==> config.mk <==
export PLATFORM = sky130hd
export DESIGN_NAME = isolated_pixel_eraser
export DESIGN_NICKNAME = d
export VERILOG_FILES = /design/src/hw/rtl/ipe_pkg.sv /design/src/hw/rtl/ipe_ram.sv /design/src/hw/rtl/ipe_front.sv /design/src/hw/rtl/ipe_window.sv /design/src/hw/rtl/isolated_pixel_eraser.sv
export SDC_FILE = /design/constraint.sdc
export NUM_CORES = 2
export LEC_CHECK = 0
export BUFFER_PORTS_ARGS = -buffer_cell sky130_fd_sc_hd__buf_4
export CAP_MARGIN = 40
export CORE_MARGIN = 5
export CORE_UTILIZATION = 60
export DETAILED_ROUTE_END_ITERATION = 8
export PLACE_DENSITY = 0.83
export SYNTH_ARGS = -nofsm -noshare
export SYNTH_HDL_FRONTEND = slang
export SYNTH_HIERARCHICAL = 1
export SYNTH_SLANG_ARGS = --single-unit
==> constraint.sdc <==
create_clock -name clk -period 16.1 [get_ports clk]
set_input_delay 0.805 -clock clk [delete_from_list [all_inputs] [get_ports clk]]
set_output_delay 0.805 -clock clk [all_outputs]
set_load 0.01 [all_outputs]
==> src/hw/rtl/ipe_pkg.sv <==
package ipe_pkg;

  localparam int CFG_INDEX_W  = 1;
  localparam int CFG_DATA_W   = 13;
  localparam int IMG_WIDTH_W  = 11;
  localparam int IMG_HEIGHT_W = 13;

  typedef enum logic [CFG_INDEX_W-1:0] {
    REG_IMAGE_WIDTH  = 1'b0,
    REG_IMAGE_HEIGHT = 1'b1
  } cfg_reg_t;

  localparam logic [IMG_WIDTH_W-1:0]  WIDTH_RESET  = 11'd640;
  localparam logic [IMG_HEIGHT_W-1:0] HEIGHT_RESET = 13'd480;

  // Per-item control handed from the position stage to the window stage.
  // rows[k] is set when row (in_row - 3 + k) lies inside the frame.
  typedef struct packed {
    logic       x;
    logic [3:0] rows;
    logic       left_start;
    logic       left_mid;
    logic       have_start;
    logic       have_mid;
    logic       last;
  } ipe_ctl_t;

  // win: bits 2:0 left column, 5:3 middle, 8:6 right; bit 0 of a column is the top row.
  function automatic logic pixel_decide(logic [8:0] win, logic [2:0] rows, logic left_ok);
    logic [2:0] left;
    logic [2:0] mid;
    logic [2:0] right;
    logic       centre;
    logic       isolated;
    left     = left_ok ? (win[2:0] & rows) : 3'b000;
    mid      = win[5:3] & rows;
    right    = win[8:6] & rows;
    centre   = mid[1];
    isolated = centre && ((left | right | (mid & 3'b101)) == 3'b000);
    return isolated ? 1'b1 : centre;
  endfunction

endpackage

==> src/hw/rtl/ipe_ram.sv <==
module ipe_ram #(
  parameter int WIDTH = 2,
  parameter int DEPTH = 1024,
  localparam int AW = $clog2(DEPTH)
) (
  input  logic             clk,
  input  logic             we,
  input  logic [AW-1:0]    waddr,
  input  logic [WIDTH-1:0] wdata,
  input  logic             re,
  input  logic [AW-1:0]    raddr,
  output logic [WIDTH-1:0] rdata
);

  logic [WIDTH-1:0] mem [DEPTH];

  // Read-first: a read of the address being written returns the old entry.
  always_ff @(posedge clk) begin
    if (re) begin
      rdata <= mem[raddr];
    end
    if (we) begin
      mem[waddr] <= wdata;
    end
  end

endmodule

==> src/hw/rtl/ipe_front.sv <==
module ipe_front #(
  parameter int MAX_WIDTH  = 1024,
  parameter int MAX_HEIGHT = 4096,
  localparam int CW = $clog2(MAX_WIDTH),
  localparam int RW = $clog2(MAX_HEIGHT + 3)
) (
  input  logic                              clk,
  input  logic                              rst,
  input  logic                              cfg_valid,
  input  logic [ipe_pkg::CFG_INDEX_W-1:0]   cfg_index,
  input  logic [ipe_pkg::CFG_DATA_W-1:0]    cfg_data,
  input  logic                              pix_valid,
  input  logic                              action,
  input  logic                              pixel_black,
  input  logic                              adv,
  output logic [CW-1:0]                     rd_addr,
  output logic                              s2_valid,
  output logic [CW-1:0]                     s2_col,
  output ipe_pkg::ipe_ctl_t                 s2_ctl
);

  import ipe_pkg::*;

  localparam int EWW = CW + 1;

  logic [IMG_WIDTH_W-1:0]  image_width;
  logic [IMG_HEIGHT_W-1:0] image_height;
  logic [CW-1:0]           in_column;
  logic [CW-1:0]           col_next;
  logic [RW-1:0]           in_row;
  logic [RW-1:0]           row_next;
  logic [EWW-1:0]          eff_width;
  logic [RW-1:0]           eff_height;
  logic [CW-1:0]           ci;
  logic                    beyond;
  logic                    take;
  logic                    col_end;
  ipe_ctl_t                ctl;

  always_comb begin
    if (image_width == '0) begin
      eff_width = EWW'(1);
    end else if (int'(image_width) > MAX_WIDTH) begin
      eff_width = EWW'(MAX_WIDTH);
    end else begin
      eff_width = EWW'(image_width);
    end
    if (image_height == '0) begin
      eff_height = RW'(1);
    end else if (int'(image_height) > MAX_HEIGHT) begin
      eff_height = RW'(MAX_HEIGHT);
    end else begin
      eff_height = RW'(image_height);
    end
  end

  always_comb begin
    // wrap a column left over from a wider frame
    ci      = (int'(in_column) >= int'(eff_width)) ? '0 : in_column;
    beyond  = int'(in_row) >= int'(eff_height);
    // drop a drain item while pixels of the frame are still expected
    take    = pix_valid && adv && !(action && !beyond);
    col_end = (int'(ci) + 1) >= int'(eff_width);

    ctl.x = !beyond && pixel_black;
    for (int k = 0; k < 4; k++) begin
      ctl.rows[k] = ((int'(in_row) + k) >= 3) && ((int'(in_row) + k) < (int'(eff_height) + 3));
    end
    ctl.left_start = int'(eff_width) >= 2;
    ctl.left_mid   = int'(ci) >= 2;
    ctl.have_start = (ci == '0) && (int'(in_row) >= 2);
    ctl.have_mid   = (ci != '0) && (in_row != '0);
    ctl.last       = ctl.have_start && (int'(in_row) >= (int'(eff_height) + 1));

    col_next = in_column;
    row_next = in_row;
    if (take) begin
      if (ctl.last) begin
        col_next = '0;
        row_next = '0;
      end else if (col_end) begin
        col_next = '0;
        row_next = in_row + RW'(1);
      end else begin
        col_next = ci + CW'(1);
      end
    end
  end

  assign rd_addr = ci;

  always_ff @(posedge clk) begin
    if (rst) begin
      image_width  <= WIDTH_RESET;
      image_height <= HEIGHT_RESET;
      in_column    <= '0;
      in_row       <= '0;
      s2_valid     <= 1'b0;
    end else begin
      if (cfg_valid) begin
        case (cfg_index)
          REG_IMAGE_WIDTH:  image_width  <= cfg_data[IMG_WIDTH_W-1:0];
          REG_IMAGE_HEIGHT: image_height <= cfg_data[IMG_HEIGHT_W-1:0];
          default: ;
        endcase
      end
      in_column <= col_next;
      in_row    <= row_next;
      if (adv) begin
        s2_valid <= take;
      end
    end
    if (adv) begin
      s2_col <= ci;
      s2_ctl <= ctl;
    end
  end

  a_frame_restart: assert property (@(posedge clk) disable iff (rst)
    take && ctl.last |=> (in_column == '0) && (in_row == '0))
    else $error("position not cleared after the final pixel of a frame");

  a_stage_hold: assert property (@(posedge clk) disable iff (rst)
    !adv |=> $stable(s2_valid) && $stable(s2_col) && $stable(in_row))
    else $error("front stage moved while the pipeline was held");

endmodule

==> src/hw/rtl/ipe_window.sv <==
module ipe_window #(
  parameter int CW = 10
) (
  input  logic              clk,
  input  logic              rst,
  input  logic              adv,
  input  logic              s2_valid,
  input  logic [CW-1:0]     s2_col,
  input  ipe_pkg::ipe_ctl_t s2_ctl,
  input  logic [CW-1:0]     rd_addr,
  input  logic [1:0]        rd_data,
  output logic              wr_en,
  output logic [CW-1:0]     wr_addr,
  output logic [1:0]        wr_data,
  output logic              res_valid,
  output logic              out_black,
  output logic              frame_last
);

  import ipe_pkg::*;

  logic [8:0] window;
  logic [8:0] win_shift;
  logic [8:0] window_next;
  logic       byp;
  logic [1:0] byp_data;
  logic [1:0] entry;
  logic       start_res;
  logic       mid_res;

  always_comb begin
    // entry bit 0: two rows up, bit 1: one row up
    entry       = byp ? byp_data : rd_data;
    win_shift   = {s2_ctl.x, entry[1], entry[0], window[8:3]};
    // row start finishes the previous row's last pixel; nothing to its right
    start_res   = pixel_decide({3'b000, window[8:3]}, s2_ctl.rows[2:0], s2_ctl.left_start);
    mid_res     = pixel_decide(win_shift, s2_ctl.rows[3:1], s2_ctl.left_mid);
    window_next = s2_ctl.last ? '0 : win_shift;
  end

  assign wr_en   = adv && s2_valid;
  assign wr_addr = s2_col;
  assign wr_data = {s2_ctl.x, entry[1]};

  always_ff @(posedge clk) begin
    if (rst) begin
      window    <= '0;
      res_valid <= 1'b0;
      byp       <= 1'b0;
    end else if (adv) begin
      if (s2_valid) begin
        window <= window_next;
      end
      res_valid <= s2_valid && (s2_ctl.have_start || s2_ctl.have_mid);
      // forward the entry being written when the next read hits the same column
      byp       <= wr_en && (rd_addr == s2_col);
    end
    if (adv) begin
      byp_data   <= wr_data;
      out_black  <= s2_ctl.have_mid ? mid_res : start_res;
      frame_last <= s2_ctl.last;
    end
  end

  a_window_clear: assert property (@(posedge clk) disable iff (rst)
    adv && s2_valid && s2_ctl.last |=> window == '0)
    else $error("window not cleared at end of frame");

  a_last_emits: assert property (@(posedge clk) disable iff (rst)
    adv && s2_valid && s2_ctl.last |=> res_valid && frame_last)
    else $error("final pixel of a frame not delivered");

endmodule

==> src/hw/rtl/isolated_pixel_eraser.sv <==
// Streaming 3x3 isolated-pixel cleaner for binary images in raster order.
// Pixel channel: pix_valid / pix_stall with action (0 pixel, 1 drain) and
// pixel_black. Result channel: res_valid / res_stall with out_black and
// frame_last. Each pixel comes back one row and one column after it arrives;
// after the last pixel of a frame, send drain items until frame_last is seen.
// Drain items sent while the frame still expects pixels produce nothing.
// Configuration: cfg_valid / cfg_ready (always ready), cfg_index selects
// image_width (0) or image_height (1); write only while the block is empty.
// Throughput is one item per cycle, limited by the single line-store memory
// (one registered read and one write per cycle). An accepted item is registered
// in the front stage, and its result then in the window stage's output register.
// When res_stall holds a waiting result, pix_stall rises and the whole
// pipeline holds; otherwise a new item is taken every cycle.
// Reset (rst, synchronous) restores 640 x 480, clears positions, window and
// valid flags. The line store is not cleared; rows outside the frame are masked.
module isolated_pixel_eraser #(
  parameter int MAX_WIDTH  = 1024,
  parameter int MAX_HEIGHT = 4096
) (
  input  logic                            clk,
  input  logic                            rst,
  input  logic                            cfg_valid,
  output logic                            cfg_ready,
  input  logic [ipe_pkg::CFG_INDEX_W-1:0] cfg_index,
  input  logic [ipe_pkg::CFG_DATA_W-1:0]  cfg_data,
  input  logic                            pix_valid,
  output logic                            pix_stall,
  input  logic                            action,
  input  logic                            pixel_black,
  output logic                            res_valid,
  input  logic                            res_stall,
  output logic                            out_black,
  output logic                            frame_last
);

  import ipe_pkg::*;

  localparam int CW = $clog2(MAX_WIDTH);

  logic          adv;
  logic [CW-1:0] rd_addr;
  logic [1:0]    rd_data;
  logic          s2_valid;
  logic [CW-1:0] s2_col;
  ipe_ctl_t      s2_ctl;
  logic          wr_en;
  logic [CW-1:0] wr_addr;
  logic [1:0]    wr_data;

  // hold everything while a finished result waits on a stalled receiver
  assign adv       = !(res_valid && res_stall);
  assign pix_stall = !adv;
  assign cfg_ready = 1'b1;

  ipe_front #(
    .MAX_WIDTH  (MAX_WIDTH),
    .MAX_HEIGHT (MAX_HEIGHT)
  ) u_front (
    .clk         (clk),
    .rst         (rst),
    .cfg_valid   (cfg_valid && cfg_ready),
    .cfg_index   (cfg_index),
    .cfg_data    (cfg_data),
    .pix_valid   (pix_valid),
    .action      (action),
    .pixel_black (pixel_black),
    .adv         (adv),
    .rd_addr     (rd_addr),
    .s2_valid    (s2_valid),
    .s2_col      (s2_col),
    .s2_ctl      (s2_ctl)
  );

  // bit 0: older row, bit 1: newer row
  ipe_ram #(
    .WIDTH (2),
    .DEPTH (MAX_WIDTH)
  ) u_line_store (
    .clk   (clk),
    .we    (wr_en),
    .waddr (wr_addr),
    .wdata (wr_data),
    .re    (adv),
    .raddr (rd_addr),
    .rdata (rd_data)
  );

  ipe_window #(
    .CW (CW)
  ) u_window (
    .clk        (clk),
    .rst        (rst),
    .adv        (adv),
    .s2_valid   (s2_valid),
    .s2_col     (s2_col),
    .s2_ctl     (s2_ctl),
    .rd_addr    (rd_addr),
    .rd_data    (rd_data),
    .wr_en      (wr_en),
    .wr_addr    (wr_addr),
    .wr_data    (wr_data),
    .res_valid  (res_valid),
    .out_black  (out_black),
    .frame_last (frame_last)
  );

endmodule

==> results.toml <==
[worst_setup_path]
startpoint = "u_front/image_width[4]"
cp.buffers_inverters = 4
slowest_delay_ps = 790
crit_cells = 20
reg2reg_depth = 20
r2r_start = "u_front/image_width[4]"
end_kind = "register"
required_ps = 16510
start_kind = "register"
crit_family = "buffers and inverters"
crit_slowest_cell = "buf_4"
path_cells = "nor4_1 > nand3_1 > a21oi_1 > ha_1 > nand2b_1 > a31oi_1 > o21bai_1 > a21bo_2 > nand2b_1 > inv_8 > buf_16 > buf_4 > buf_4 > mux4_2 > mux4_2 > a22o_1 > nor4_2 > o31ai_1 > o31ai_1 > nand4_1"
path_class = "register to register"
worst-path-max-fanout = 66
worst_ep_arrival_time_ps = 8000
crit_end = "u_line_store/rdata[1]"
regToRegSetupSlack_ps = 8500
worst_r2r_endpoint = "u_line_store/rdata[1]"

[sta]
maxSlewHeadroom = 0.2537
maxSlewViolCount = 0
setup_tns_ps = 0
worstMarginPinSlew_ps = 1120
finalSetupViolCount = 0
skew_ps = 36.02
max_freq_ghz = 0.1316
rsz0062_at_grt = "false"
post-route-min-period_ps = 7597
hold_viol = 0
fin_crit_sh = 0.4719

[run]
drv_cap = 0

[pwr]
ir_drop_v = 0.00009874
power.density_mw_per_mm2 = 104.7
leakage_nw = 16.73
power.total_mw = 5.772

[clock_tree]
ctsResizeCount = 0
cts_buffers = 106
clock_path_buffers = 3
cts_setup_buffers = 0
clk_latency_ps = 690
clkSlewWorstSetupHoldPaths_ps = 60
cts_tree = "done"
cts.htree.levels = 3
ctsRootBufferMaster = "clkbuf_16"
clock_sinks = 1095
ctsHoldBuffers = 0

[floorplan]
num_rows = 107
fp.dieArea_mm2 = 0.09110
dieWidth_um = 301.8
start_util = 0.6020
ioPinCount = 26
core_mm2 = 0.08488
fp.dieH_um = 301.8

[placement]
dp_hpwl_um = 76250
place_congestion = 0.8903
port_buffers = 24

[detailed_routing]
drt_iter0_drc = 5665
wirelength_um = 137800
dr.pass1.iters = 6
ant_nets = 0
vias = 32980
viasPerCell = 6.719
drcViolationCount = 0
wl_per_cell_um = 28.06

[outcome]
status = "completed"

[cells_and_area]
drive_above_1_share = 0.1493
layout.nets = 3789
area_growth_pct = 7.924
nFillCells = 5635
diodes = 0
multi_input_area_mm2 = 0.01645
seqCellArea_mm2 = 0.03237

[grt]
grt_usage = 0.3004
first_global_vias = 32430
grt_start_max_net_pins = 292
grt_pass1_wl_um = 204300
antenna_found_initial = 0
grt-ovfl-total = 0

[min_path]
hold_class = "input port to register"

[yosys]
yosysWarnings = 6
synthCells = 3875
syn-cell-area_mm2 = 0.05110
avgSynthCellArea_um2 = 13.19
-- through the flow --
step | area [um^2] | setup WS [ps] | util | instances | hold WS [ps]
2_1_floorplan | 51100 | 11130 | - | 3876 | 419.3
3_3_place_gp | 51180 | 8798 | 0.6030 | 4676 | 434.9
3_5_place_dp | 51950 | 8766 | 0.6121 | 4718 | 445.6
4_1_cts | 55150 | 8625 | 0.6497 | 4909 | 333.6
5_1_grt | 55150 | 7967 | 0.6497 | 4909 | 363.0
6_report | 55150 | 8503 | 0.6497 | 4909 | 369.4
-- how the worst min path moves through the flow --
stage	startpoint	endpoint	slack, ps	cells past startpoint
floorplan	u_front/s2_ctl[0]	u_window/frame_last	420	0
global placement	u_window/window[7]	u_window/window[7]	430	2
detailed placement	u_front/s2_ctl[0]	u_window/frame_last	450	0
CTS	cfg_data[5]	u_front/image_height[5]	330	3
global route	cfg_data[5]	u_front/image_height[5]	360	3
finish	cfg_data[5]	u_front/image_height[5]	370	3
-- sequential cells by signal, summed over array words and instances, names as in the netlist --
signal                cells
u_window/window           1
u_line_store/rdata        1
u_window/frame_last       1
u_front/s2_col           10
u_window/out_black        1
u_front/s2_ctl            6
u_front/image_height     13
u_window/res_valid        1
u_window/byp_data         1
u_front/in_column        10
u_front/image_width      11
u_front/in_row           13
u_line_store/mem       1024
u_front/s2_valid          1
u_window/byp              1
-- report_power, final --
part	total (mW)	leakage, nW	switching, mW	internal (mW)
registers	3.14	9.86	0.00722	3.13
logic	0.292	5.31	0.169	0.123
clock network	2.34	1.56	1.04	1.30
-- placed cells by master, fill, tap and decap left out, types with 41 or more instances in the layout --
cell type  count
mux2i_1       96
a21oi_1       76
nand2_1      172
dfxtp_1       51
nor2_1      1075
nand3_1       41
ha_1          86
clkbuf_16    109
buf_4         95
edfxtp_1    1044
o221ai_1      41
mux4_2       226
-- per-layer routing --
metal	GRT usage	part of all wire
met1	0.3915	0.33
met2	0.4733	0.46
met3	0.07579	0.14
met4	0.1577	0.067
met5	0	0
-- tightest hold or removal path, delay by kind of cell --
kind / cells / cell delay [ps]
buf+inv: 1 / 90
simple gates: 2 / 100
-- final cells by class --
class	instances	share of cell area
clock buffer	143	0.05250
tap	1144	0.02596
timing repair buffer	139	0.02795
multi-input combinational	2299	0.2983
inverter	41	0.002927
sequential	1095	0.5870
clock inverter	48	0.005400
Power figures use the tool's default switching activity.
